--- src/rtl/core/fcu_pkg.sv ---
`default_nettype none

package fcu_pkg;

    localparam int MAX_TAPS   = 16;
    localparam int DATA_W     = 16;
    localparam int IDX_W      = 4;
    localparam int TAPCNT_W   = 5;
    localparam int APB_AW     = 3;
    localparam int APB_DW     = 32;
    localparam int GRP_SIZE   = 4;
    localparam int NUM_GRP    = (MAX_TAPS + GRP_SIZE - 1) / GRP_SIZE;

    localparam logic [TAPCNT_W-1:0] TAP_COUNT_RESET = TAPCNT_W'(16);

    // register index, taken from paddr[2]
    localparam logic REG_TAP_COUNT = 1'b0;

    typedef enum logic
    {
        KIND_LOAD   = 1'b0,
        KIND_SAMPLE = 1'b1
    } kind_t;

    typedef struct packed
    {
        kind_t                    kind;
        logic [IDX_W-1:0]         coef_index;
        logic signed [DATA_W-1:0] value;
        logic                     last;
    } req_t;

    typedef struct packed
    {
        logic signed [DATA_W-1:0] result;
        logic                     last_res;
    } rsp_t;

    typedef struct packed
    {
        logic shift;
        logic clear;
        logic capture;
    } cell_ctrl_t;

endpackage

`default_nettype wire

--- src/rtl/core/fcu_cell.sv ---
`default_nettype none

module fcu_cell
(
    input  wire                               clk,
    input  wire                               rst_n,
    input  wire fcu_pkg::cell_ctrl_t          ctrl,
    input  wire                               tap_on,
    input  wire                               coef_we,
    input  wire logic signed [fcu_pkg::DATA_W-1:0] coef_value,
    input  wire logic signed [fcu_pkg::DATA_W-1:0] sample_in,
    output logic signed [fcu_pkg::DATA_W-1:0]  sample_out,
    output logic [fcu_pkg::DATA_W-1:0]         prod
);
    import fcu_pkg::*;

    logic signed [DATA_W-1:0]   sample_reg;
    logic signed [DATA_W-1:0]   coef_reg;
    logic [DATA_W-1:0]          prod_reg;
    logic signed [2*DATA_W-1:0] mul_full;
    logic [DATA_W-1:0]          prod_next;

    always_comb
    begin
        mul_full  = coef_reg * sample_reg;
        prod_next = tap_on ? mul_full[DATA_W-1:0] : '0;
    end

    // delay line tap
    always_ff @(posedge clk or negedge rst_n)
    begin
        if (!rst_n)
        begin
            sample_reg <= '0;
        end
        else if (ctrl.clear)
        begin
            sample_reg <= '0;
        end
        else if (ctrl.shift)
        begin
            sample_reg <= sample_in;
        end
    end

    always_ff @(posedge clk)
    begin
        if (coef_we)
        begin
            coef_reg <= coef_value;
        end
        if (ctrl.capture)
        begin
            prod_reg <= prod_next;
        end
    end

    assign sample_out = sample_reg;
    assign prod       = prod_reg;

endmodule

`default_nettype wire

--- config.mk ---
export PLATFORM = sky130hd
export DESIGN_NAME = fcu_cell
export DESIGN_NICKNAME = d
export VERILOG_FILES = /design/src/rtl/core/fcu_pkg.sv /design/src/rtl/core/fcu_cell.sv
export SDC_FILE = /design/constraint.sdc
export NUM_CORES = 1
export LEC_CHECK = 0
export BUFFER_PORTS_ARGS = -buffer_cell sky130_fd_sc_hd__buf_2
export CAP_MARGIN = 20
export CORE_ASPECT_RATIO = 0.5
export CORE_UTILIZATION = 54
export CTS_CLUSTER_SIZE = 24
export DETAILED_ROUTE_END_ITERATION = 7
export HOLD_SLACK_MARGIN = 0.02
export PLACE_DENSITY = 0.84
export SYNTH_ARGS = -nofsm -noshare
export SYNTH_HDL_FRONTEND = slang
export SYNTH_SLANG_ARGS = --single-unit
--- constraint.sdc ---
create_clock -name clk -period 12.8 [get_ports clk]
set_input_delay 1.92 -clock clk [delete_from_list [all_inputs] [get_ports clk]]
set_output_delay 1.92 -clock clk [all_outputs]
set_load 0.02 [all_outputs]
## Word-level counts from Yosys, hierarchy flattened

Cells that the tools add are included.

| cells by class | value |
|---|---|
| multiply operators | 1 |
| muxes and demuxes | 2 |
| reductions and logical operators | 1 |

Operator list:

| cell | number |
|---|---|
| $mux 16 | 2 |
| $mul 16x16->16 | 1 |
| $reduce_bool 2->1 | 1 |

| word-level totals | value |
|---|---|
| register bits | 48 |

## Longest topological paths before layout

| logic depth | value |
|---|---|
| word-level depth | 2 |
| mapped depth | 22 |
| depth with buffers taken out | 21 |

## Worst setup path before layout

OpenSTA, ideal clock, no wires.

| timing | value |
|---|---|
| kind | reg-to-reg |
| start point | reg sample_reg[1] (netlist: sample_out[1]) |
| end point | reg prod_reg[15] (netlist: prod[15]), data pin |
| arrival | 5,302 ps |
| required time | 12,545 ps |
| path slack | 7,244 ps |
| cell stages (with the launch flop) | 20 |
| path through | dfrtp_1 -> clkbuf_1 -> nand2_1 -> fa_1 -> fa_1 -> inv_1 -> fa_1 -> inv_1 -> fa_1 -> fa_1 -> fa_1 -> inv_1 -> ha_1 -> a21o_1 -> a21oi_1 -> nor2_1 -> a211oi_1 -> o21a_1 -> xnor2_1 -> and2_1 |

| between the ends | value |
|---|---|
| word-level cells in the longest chain between the ends | 1 |

Ends and longest elaborated chain:

| what | line | text |
|---|---|---|
| start: declaration | fcu_cell.sv:17 | `logic signed [DATA_W-1:0] sample_reg;` |
| start signal: assignment | fcu_cell.sv:42 | `sample_reg <= sample_in;` |
| $mul 16x16->16 | fcu_cell.sv:25 | `mul_full = coef_reg * sample_reg;` |
| end signal: assignment | fcu_cell.sv:54 | `prod_reg <= prod_next;` |
| end: declaration | fcu_cell.sv:19 | `logic [DATA_W-1:0] prod_reg;` |

Every way passes these cells.
A chain may end at the register's enable or synchronous reset.

## Final worst setup path

Same ends and word-level chain as after synthesis.

==> flow_summary.toml <==
[synth]
synth-edff-count = 32
synth.distinct_cells = 36
seq_area_frac_synth_pct = 23.1
yosysWarnings = 0
synth_commonest_cells = "inv_1, fa_1, and2_1"
syn_area_mm2 = 0.00588
syn_inst = 594
syn_nets = 773
ys.flop_type = "edfxtp_1"
yosys.area.top_type = "fa_1"
yosysMostFrequentCell = "inv_1"
synth_area_leaders = "fa_1, edfxtp_1, ha_1, inv_1, and2_1"
ys_seq_elements = 48
synth.avg_cell_area_um2 = 9.91
synthArstFlopShare_pct = 33.3
synth_top_area_share_pct = 26.9

[sta]
worst_pin_slew_ns = 0.625
period_share_pct = 45.0
setup_slack_ns = 7.05
rsz0062_at_grt = "false"
clock.fmax_mhz = 174
period_needed_ns = 5.75
hold_viol_final = 0
tns_ns = 0
slew_violations = 0
finClkSkew_ns = 0.0115
setup-violations-final = 0
whs_ns = 0.615
max_slew_margin_pct = 58.3

[detailed_routing]
final_antenna_net_count = 0
drt-pass1-iter-count = 5
vias = 4051
viasPerCell = 5.13
wl_mm = 12.7
drt-initial-drc-count = 305
drc_errors = 0
wl_per_cell_um = 16.1

[cts]
cts.sinks = 48
cts_hold_buffers = 0
numCtsBuffers = 5
clkTransAtPathRegs_ns = 0.07
postCtsSetupRepairBufs = 0
cts_root_buf = "clkbuf_16"
h-tree-depth = 2
worst_skew_pair.late_latency_ns = 0.29
cts_resized = 0
cts_tree = "done"
clockBufferDepth = 2

[grt]
grt_pass1_wl_mm = 21.0
grt_usage_pct = 25.0
grt_max_degree = 19
antenna_found_initial = 0
gr-total-overflow = 0
grt_pass1_vias = 4312

[run]
max_cap_violations = 0

[worst_hold_path]
min_path_cells = 2
hold_path.class = "flop to flop"
hold_end = "sample_out[14]"
min_from = "sample_out[14]"

[layout]
drive_gt1_share_pct = 13.1
final_util_pct = 62.4
layout.cells.non_filler = 790
fin_nets = 828
diodes = 0
area_growth_pct = 10.3

[die]
die_h_um = 75.8
die_w_um = 150
io_pins = 71
row_count = 26
dieArea_mm2 = 0.0113
core_mm2 = 0.0104
initial_core_util_pct = 56.5

[place]
place.port_buffers = 70
hpwl_mm = 9.91
place_ws_ns = 7.07
placed_cells = 782
gp_congestion = 0.944

[pwr]
vdd_drop_max_v = 0.0000651
power_leakage_nw = 3.32
power_density_mw_per_mm2 = 117

[critical_path]
cp-start-kind = "flop"
cp-end-kind = "flop"
worst-setup-path-type = "flop to flop"
rr_worst_depth = 18
crit_fanout = 17
r2r_start = "sample_out[1]"
regToRegSetupSlack_ns = 7.05
worstReg2RegEnd = "prod[15]"
cp.required_ns = 12.84
cp.arrival_ns = 5.80

[outcome]
outcome = "completed"
final cells by class:
type / count / area, µm²
tap: 140 / 175
multi-input combinational: 400 / 3960
clock inverter: 1 / 8.76
timing repair buffer: 70 / 350
inverter: 124 / 465
clock buffer: 7 / 175
fill: 827 / 3920
sequential: 48 / 1360
cells by family (layout without fill, tap and decap cells):
family	count (synthesis)	after routing	synth area share [%]
AND/OR/NAND/NOR	181	181	15.3
buffers and inverters	146	202	9.63
adder cells (fa/ha/maj)	140	140	39.8
flip-flops	48	48	23.1
XOR/XNOR	39	39	6.29
AO/OA/AOI/OAI	24	24	3.06
multiplexers	16	16	2.72
how the worst max path moves through the flow:
stage | start | to | slack, ns | cells after the start
2_1_floorplan | sample_out[1] | prod[15] | 7.24 | 19
3_3_place_gp | sample_out[1] | prod[15] | 7.26 | 18
3_5_place_dp | sample_out[1] | prod[15] | 7.07 | 18
4_1_cts | sample_out[1] | prod[15] | 7.05 | 18
5_1_grt | sample_out[1] | prod[15] | 6.66 | 18
6_report | sample_out[1] | prod[15] | 7.05 | 18
critical path, stage by stage, from the launching register on:
cell      delay, ns
dfrtp_1        0.68
nand2_1        0.15
fa_1           0.54
fa_1           0.54
inv_1          0.05
fa_1           0.50
inv_1          0.06
fa_1           0.56
fa_1           0.44
fa_1           0.49
inv_1          0.04
ha_1           0.34
a21o_1         0.20
a21oi_1        0.22
nor2_1         0.08
a211oi_1       0.23
o21a_1         0.17
xnor2_1        0.07
and2_1         0.15
metrics by stage:
| step | total power [mW] | instance area, µm² |
|---|---|---|
| after global placement | 0.588 | 6310 |
| after CTS | 0.765 | 6490 |
| after detailed placement | 0.606 | 6310 |
| after floorplan | 0.499 | 5880 |
| after global routing | 0.825 | 6490 |
| final | 0.762 | 6490 |
routing by layer:
metal,share of wire [%],routed length (µm),GRT usage [%],vias to the layer above
met5,0,0,0,-
met4,2.5,315,8.73,0
met3,6.8,869,4.73,32
met2,47,6000,43.8,145
met1,43,5510,31.8,1970
li1,-,-,-,1904
placed cells by master (no fill, tap or decap), drive strengths merged:
cell type  instances
nand2             75
and2              75
fa                79
o21ai              1
nor2              21
a2111oi            1
a21o               5
o22ai              1
dfrtp             16
nand4              1
buf               70
and3               2
xor2               7
xnor2             31
edfxtp            32
o21a               5
nand2b             2
mux2i             16
nor3               3
nor2b              1
clkbuf             7
inv              125
xnor3              1
o211ai             1
or4                1
a21oi              7
ha                61
a211o              1
a211oi             2
where the power goes:
part           total (mW)  internal, mW  switching (mW)
registers           0.219         0.193          0.0260
logic               0.387         0.174           0.213
clock network       0.156        0.0969          0.0595
total               0.762         0.463           0.298
(Power assumes the default switching activity.)
