## src/rtl/core/fcu_pkg.sv

```systemverilog
`default_nettype none

package fcu_pkg;

    localparam int MAX_TAPS   = 16;
    localparam int DATA_W     = 16;
    localparam int IDX_W      = 4;
    localparam int TAPCNT_W   = 5;
    localparam int APB_AW     = 3;
    localparam int APB_DW     = 32;
    localparam int GRP_SIZE   = 4;
    localparam int NUM_GRP    = (MAX_TAPS + GRP_SIZE - 1) / GRP_SIZE;

    localparam logic [TAPCNT_W-1:0] TAP_COUNT_RESET = TAPCNT_W'(16);

    // register index, taken from paddr[2]
    localparam logic REG_TAP_COUNT = 1'b0;

    typedef enum logic
    {
        KIND_LOAD   = 1'b0,
        KIND_SAMPLE = 1'b1
    } kind_t;

    typedef struct packed
    {
        kind_t                    kind;
        logic [IDX_W-1:0]         coef_index;
        logic signed [DATA_W-1:0] value;
        logic                     last;
    } req_t;

    typedef struct packed
    {
        logic signed [DATA_W-1:0] result;
        logic                     last_res;
    } rsp_t;

    typedef struct packed
    {
        logic shift;
        logic clear;
        logic capture;
    } cell_ctrl_t;

endpackage

`default_nettype wire

```

## src/rtl/core/fcu_sum.sv

```systemverilog
`default_nettype none

module fcu_sum
(
    input  wire                                                 clk,
    input  wire                                                 en,
    input  wire logic [fcu_pkg::MAX_TAPS-1:0][fcu_pkg::DATA_W-1:0] prod,
    output logic [fcu_pkg::DATA_W-1:0]                          total
);
    import fcu_pkg::*;

    logic [NUM_GRP-1:0][DATA_W-1:0] grp_reg;
    logic [NUM_GRP-1:0][DATA_W-1:0] grp_next;

    // first level: groups of four products
    always_comb
    begin
        for (int g = 0; g < NUM_GRP; g++)
        begin
            grp_next[g] = '0;
            for (int j = 0; j < GRP_SIZE; j++)
            begin
                if (g * GRP_SIZE + j < MAX_TAPS)
                begin
                    grp_next[g] = grp_next[g] + prod[g * GRP_SIZE + j];
                end
            end
        end
    end

    always_ff @(posedge clk)
    begin
        if (en)
        begin
            grp_reg <= grp_next;
        end
    end

    always_comb
    begin
        total = '0;
        for (int g = 0; g < NUM_GRP; g++)
        begin
            total = total + grp_reg[g];
        end
    end

endmodule

`default_nettype wire

```

## config.mk

```make
export PLATFORM = sky130hd
export DESIGN_NAME = fcu_sum
export DESIGN_NICKNAME = d
export VERILOG_FILES = /design/src/rtl/core/fcu_pkg.sv /design/src/rtl/core/fcu_sum.sv
export SDC_FILE = /design/constraint.sdc
export NUM_CORES = 1
export LEC_CHECK = 0
export CAP_MARGIN = 15
export CORE_ASPECT_RATIO = 0.8
export CORE_MARGIN = 1
export CORE_UTILIZATION = 49
export CTS_CLUSTER_SIZE = 12
export DETAILED_ROUTE_END_ITERATION = 10
export DONT_BUFFER_PORTS = 1
export PLACE_DENSITY_LB_ADDON = 0.1
export SETUP_SLACK_MARGIN = 0.4
export SKIP_LAST_GASP = 1
export SLEW_MARGIN = 10
export SYNTH_ARGS = -nofsm -noshare
export SYNTH_HDL_FRONTEND = slang
export SYNTH_SLANG_ARGS = --single-unit
```

## constraint.sdc

```tcl
create_clock -name clk -period 5 [get_ports clk]
set_input_delay 0.75 -clock clk [delete_from_list [all_inputs] [get_ports clk]]
set_output_delay 0.75 -clock clk [all_outputs]
set_load 0.05 [all_outputs]
```

# After elaboration in Yosys (flattened, before gate mapping)

Index checks and enable logic that the tools add are counted.
W data, S select, Z words.

Input port bits: 258
Logic and storage cells: 19
Output and inout bits: 16
Register bits: 64

$add $sub $neg: 15

Operators with widths:

| kind             | count |
|---|---|
| $add A16 B16 Y16 | 15 |

# Logic depth before layout (Yosys ltp)

Gate-level depths: netlist (run 1).

Depth in word-level cells: 3
Depth in mapped cells: 12
Gate-level depth less buffers: 12

# Worst setup path after synthesis (run 1)

OpenSTA, ideal clock, no wires.

Path kind: register to output
Start: reg grp_reg[1] in the netlist's numbering
End: out total[11] in the netlist's numbering
Arrival time: 3.435 ns
Cell stages (with the launch flop): 10
Setup slack: 0.815 ns
Data required time: 4.250 ns
Buffers on the path: 0
Cells stage by stage: edfxtp_1 fa_1 fa_1 ha_1 fa_1 a21oi_1 o211ai_1 a21oi_1 nor2_1 xnor2_1

Longest elaborated chain between the ends: 3

RTL lines:

| item                           | RTL line      | RTL |
|---|---|---|
| start: declaration             | fcu_sum.sv:12 | `logic [NUM_GRP-1:0][DATA_W-1:0] grp_reg;` |
| start signal: assignment       | fcu_sum.sv:35 | `grp_reg <= grp_next;` |
| $add A16 B16 Y16 (3 in series) | fcu_sum.sv:44 | `total = total + grp_reg[g];` |
| end: declaration               | fcu_sum.sv:8  | `output logic [fcu_pkg::DATA_W-1:0] total` |

Every way passes these cells.

# Worst setup path in the final report (run 1)

Start: reg grp_reg[18] in the netlist's numbering
End: out total[12] in the netlist's numbering

The elaborated chain is that of the path after synthesis.

==> results.yml, run 1 <==
drt:
  wl_mm: 16.5
  wl_met3_mm: 1.08
  drt_iter0_markers: 242
  routed-wl-met2_mm: 7.75
  via_per_inst: 4.80
  drc: 0
  routed.top_layer: "met4"
  firstDrtPassIters: 4
  vias: 6334
  drt-met1-wl_mm: 7.60
  ant_nets: 0
  wl_per_cell_um: 12.5
clocking:
  clkTransAtPathRegs_ns: 0.05
  cts_buffers: 9
  cts.sinks: 64
  tritoncts: "yes"
  clockRootBuffer: "clkbuf_16"
  cts_max_path_buffers: 2
  cts.htree.levels: 3
finish:
  final_nets: 1539
  utilization: 0.544
  antennaDiodeCount: 0
  stdcell_count: 1319
  multi_input_area_um2: 6210
  largest_reg_flops: 64
  fillers: 1782
  drive_gt1_frac: 0.0386
  areaGrowthSynthToFinish_pct: 7.83
  seqCellArea_um2: 1920
floorplanning:
  core_um2: 19100
  row_count: 45
  io_pins: 274
  fp.dieW_um: 159
  die_h_um: 127
  initial_core_util: 0.505
  dieArea_um2: 20200
grt:
  grt_pass1_wl_mm: 27.7
  grt-ovfl-total: 0
  antenna_found_initial: 0
  grt_use_total: 0.171
  grt_max_degree: 65
  grt_pass1_vias: 6008
run_status:
  status: "complete, no violations"
critical_path:
  path_class: "reg -> out"
  cp-end-kind: "primary output"
  worstPathArrival_ns: 3.68
  max_stage_delay_ns: 0.52
  cp.required_ns: 4.25
  crit_path_max_fanout: 3
  crit_path_top_delay_cell: "a2111o_1"
  crit_chain: "inv_1, fa_1, fa_1, inv_1, ha_1, a21oi_2, o211ai_1, a2111o_1, a21o_1, a21oi_1, xnor2_1, buf_4"
  path_buf_inv: 3
  startpoint_type: "flop"
  path_delay_family: "compound AO/OA/AOI/OAI gates"
timing:
  timing.fmax_ghz: 0.226
  slew_viol_final: 0
  setup_viol: 0
  min_period_over_period: 0.887
  worst_pin_slew_ns: 1.23
  fin_ws_ns: 0.566
  hold_viol: 0
  slew-limit-headroom: 0.175
  setup_tns_ns: 0
  rsz0062_at_grt: "false"
  post-route-min-period_ns: 4.43
yosys:
  synth_nets: 1515
  syn_area_um2: 9630
  ys_warn_count: 0
  yosys.area.top_type_share: 0.312
  synth_edf_count: 64
  syn_area_per_cell_um2: 9.33
  synth_cells: 1032
  synth.distinct_cells: 50
  synth-main-ff-cell: "edfxtp_1"
  yosysSeqAreaShare: 0.200
  yosys_register_bits: 64
  synth_top_cell_by_area: "fa_1"
  synth-async-reset-ratio: 0
  ys_top_cells_by_area: "fa_1 31%, edfxtp_1 20%, inv_1 16%"
placement:
  dp_slack_ns: 0.734
  io_buffer_count: 0
  gp_routability_congestion: 0.848
  hpwl_mm: 14.5
  dp.cells: 1300
flow_run:
  cap_viol_max_count: 0
hold_path:
  hold_path.class: "in -> reg"
[area by class of cell]
type	count	share of cell area
multi-input combinational	562	0.598
sequential	64	0.185
inverter	406	0.147
tap	258	0.0311
clock buffer	12	0.0228
timing repair buffer	13	0.00940
clock inverter	4	0.00663
[routing by layer]
metal,vias to the layer above,track usage
met5,-,0
met4,0,0.0188
met3,8,0.0442
met2,181,0.276
met1,2990,0.239
li1,3155,-
[cells by family (layout without fill, tap and decap cells)]
| logic type | Yosys count | after routing | synth area share |
|---|---|---|---|
| flip-flops | 64 | 64 | 0.200 |
| adder cells (fa/ha/maj) | 225 | 225 | 0.409 |
| AND/OR/NAND/NOR | 89 | 89 | 0.0423 |
| buffers and inverters | 406 | 435 | 0.158 |
| XOR/XNOR | 88 | 88 | 0.0800 |
| AO/OA/AOI/OAI | 159 | 159 | 0.110 |
| multiplexers | 1 | 1 | 0.00104 |
[metrics by stage]
stage	hold slack (ns)	instance area, µm²
global route	0.520	10400
floorplan	0.862	9630
detailed placement	0.871	10000
CTS	0.526	10300
global placement	0.870	10000
finish	0.535	10400
[final timing paths]
kind / cells past startpoint / slack (ns) / start / to
setup / recovery: 12 / 0.57 / grp_reg[18]$_DFFE_PP_ / total[12]
hold / removal: 0 / 0.54 / en / grp_reg[0]$_DFFE_PP_
[cells in the mapped netlist, drive strengths merged, types with 3 or more instances]
cell / number
o21bai: 9
edfxtp: 64
nand3: 12
nand2b: 4
o21ai: 23
a211oi: 9
inv: 406
a21oi: 51
fa: 150
o211ai: 7
o21a: 6
nand4: 4
ha: 75
o31ai: 3
xor2: 24
xnor2: 64
nor2: 23
a21o: 22
a31oi: 8
nand2: 33
[cells in the final DEF, fill, tap and decap left out, drive strengths merged, types with 2 or more instances in the layout]
| master | synthesis | routed |
|---|---|---|
| a31oi | 8 | 8 |
| a211oi | 9 | 9 |
| buf | 0 | 13 |
| nand2b | 4 | 4 |
| nand4 | 4 | 4 |
| and3 | 2 | 2 |
| o311ai | 2 | 2 |
| o31ai | 3 | 3 |
| o2111ai | 2 | 2 |
| a211o | 2 | 2 |
| o21a | 6 | 6 |
| inv | 406 | 406 |
| ha | 75 | 75 |
| fa | 150 | 150 |
| bufinv | 0 | 2 |
| a21oi | 51 | 51 |
| a21boi | 2 | 2 |
| nand2 | 33 | 33 |
| xor2 | 24 | 24 |
| o21bai | 9 | 9 |
| nor2 | 23 | 23 |
| and2 | 2 | 2 |
| a21o | 22 | 22 |
| edfxtp | 64 | 64 |
| nor2b | 2 | 2 |
| xnor2 | 64 | 64 |
| nand3 | 12 | 12 |
| clkinv | 0 | 2 |
| a311oi | 2 | 2 |
| clkbuf | 0 | 12 |
| a2111oi | 2 | 2 |
| o21ai | 23 | 23 |
| o211ai | 7 | 7 |
[repair_timing]
| item | 4_1_cts | 5_1_grt |
|---|---|---|
| hold buffers | 0 | 0 |
| setup buffers | 0 | 3 |
| pin swaps | 0 | 4 |
| resized for setup | 2 | 6 |
| setup endpoints to repair | 3 | 4 |
Power of run 1 is left out: the tool's default activity adds up to more than one toggle a clock period on the data nets, which glitch-free logic cannot reach.
==> run 2, diff against run 1 <==
==> constraint.sdc (replaced) <==
create_clock -name clk -period 5 [get_ports clk]
set_input_delay 0.25 -clock clk [delete_from_list [all_inputs] [get_ports clk]]
set_output_delay 0.25 -clock clk [all_outputs]
set_load 0.05 [all_outputs]
==> results.yml, run 2 (synthesized netlist as in run 1, its figures left out) <==
run_status:
  status: "complete, no violations"
floorplanning:
  dieArea_um2: 20200
  initial_core_util: 0.505
  die_h_um: 127
  fp.dieW_um: 159
  io_pins: 274
  row_count: 45
  core_um2: 19100
clocking:
  clkTransAtPathRegs_ns: 0.05
  cts.htree.levels: 3
  tritoncts: "yes"
  cts_resized: 0
  cts_max_path_buffers: 2
  post_cts_buffers: 0
  cts.sinks: 64
  cts_hold_buf: 0
  cts_buffers: 9
  clockRootBuffer: "clkbuf_16"
placement:
  hpwl_mm: 14.5
  dp.cells: 1297
  io_buffer_count: 0
  gp_routability_congestion: 0.861
finish:
  antennaDiodeCount: 0
  largest_reg_flops: 64
  stdcell_count: 1313
  layout_common_cells: "406 x inv_1, 150 x fa_1, 75 x ha_1"
  drive_gt1_frac: 0.0256
  fillers: 1740
  utilization: 0.539
  areaGrowthSynthToFinish_pct: 6.81
  layout_commonest_cell: "inv_1"
  final_nets: 1533
grt:
  grt_max_degree: 65
  grt_use_total: 0.172
  grt_pass1_wl_mm: 28.1
  grt_pass1_vias: 6232
  antenna_found_initial: 0
  grt-ovfl-total: 0
drt:
  drt_iter0_markers: 228
  firstDrtPassIters: 5
  drc: 0
  vias: 6331
  wl_per_cell_um: 12.4
  via_per_inst: 4.82
  ant_nets: 0
  wl_mm: 16.3
timing:
  worst_pin_slew_ns: 1.26
  slew_viol_final: 0
  setup_viol: 0
  rsz0062_at_grt: "false"
  setup_tns_ns: 0
  slew-limit-headroom: 0.155
  min_period_over_period: 0.853
  hold_viol: 0
  post-route-min-period_ns: 4.27
  timing.fmax_ghz: 0.234
flow_run:
  cap_viol_max_count: 0
critical_path:
  cp-end-kind: "primary output"
  path_class: "reg -> out"
  cp-startpoint: "grp_reg[21]$_DFFE_PP_"
  crit_path_max_fanout: 5
  cp.required_ns: 4.75
  worstSetupEndpoint: "total[14]"
  worstPathArrival_ns: 4.02
  startpoint_type: "flop"
hold_path:
  min-delay-start: "en"
  hold_path.class: "in -> reg"
[run 2: final cells by class]
class                   instances  area (µm²)  share of cell area
multi-input cells             562        6190               0.601
repair buffers                  7        52.6             0.00511
clock inverters                 5        47.5             0.00462
well taps                     258         323              0.0314
flip-flops and latches         64        1920               0.187
clock buffers                  11         233              0.0226
inverters                     406        1520               0.148
[run 2: worst min-delay path by stage]
| stage | cells past startpoint | slack, ns | end |
|---|---|---|---|
| finish | 0 | 0.03 | grp_reg[1]$_DFFE_PP_ |
| global route | 0 | 0.01 | grp_reg[1]$_DFFE_PP_ |
| CTS | 0 | 0.03 | grp_reg[1]$_DFFE_PP_ |
| detailed placement | 0 | 0.37 | grp_reg[0]$_DFFE_PP_ |
| global placement | 0 | 0.37 | grp_reg[16]$_DFFE_PP_ |
| floorplan | 0 | 0.36 | grp_reg[0]$_DFFE_PP_ |
[run 2: layer usage]
layer,part of all wire,global-route usage
met1,0.46,0.239
met2,0.47,0.278
met3,0.060,0.0442
met4,0.0044,0.0206
met5,0,0
[run 2: critical path: stages, from the launching register on]
cell and delay (ns):
edfxtp_1 0.36, inv_1 0.09, fa_1 0.43, fa_1 0.49
inv_1 0.04, ha_1 0.33, a21oi_1 0.22, o211ai_1 0.22
a2111o_1 0.49, a221oi_1 0.42, xnor2_1 0.58
[run 2: metrics by stage]
| stage | cell area [µm²] | hold WS [ns] | setup slack [ns] |
|---|---|---|---|
| 2_1_floorplan | 9630 | 0.362 | 1.31 |
| 3_3_place_gp | 10000 | 0.370 | 1.19 |
| 3_5_place_dp | 10000 | 0.369 | 1.16 |
| 4_1_cts | 10300 | 0.0262 | 0.789 |
| 5_1_grt | 10300 | 0.0130 | 0.575 |
| 6_report | 10300 | 0.0326 | 0.733 |
Power of run 2 is left out for the same reason.
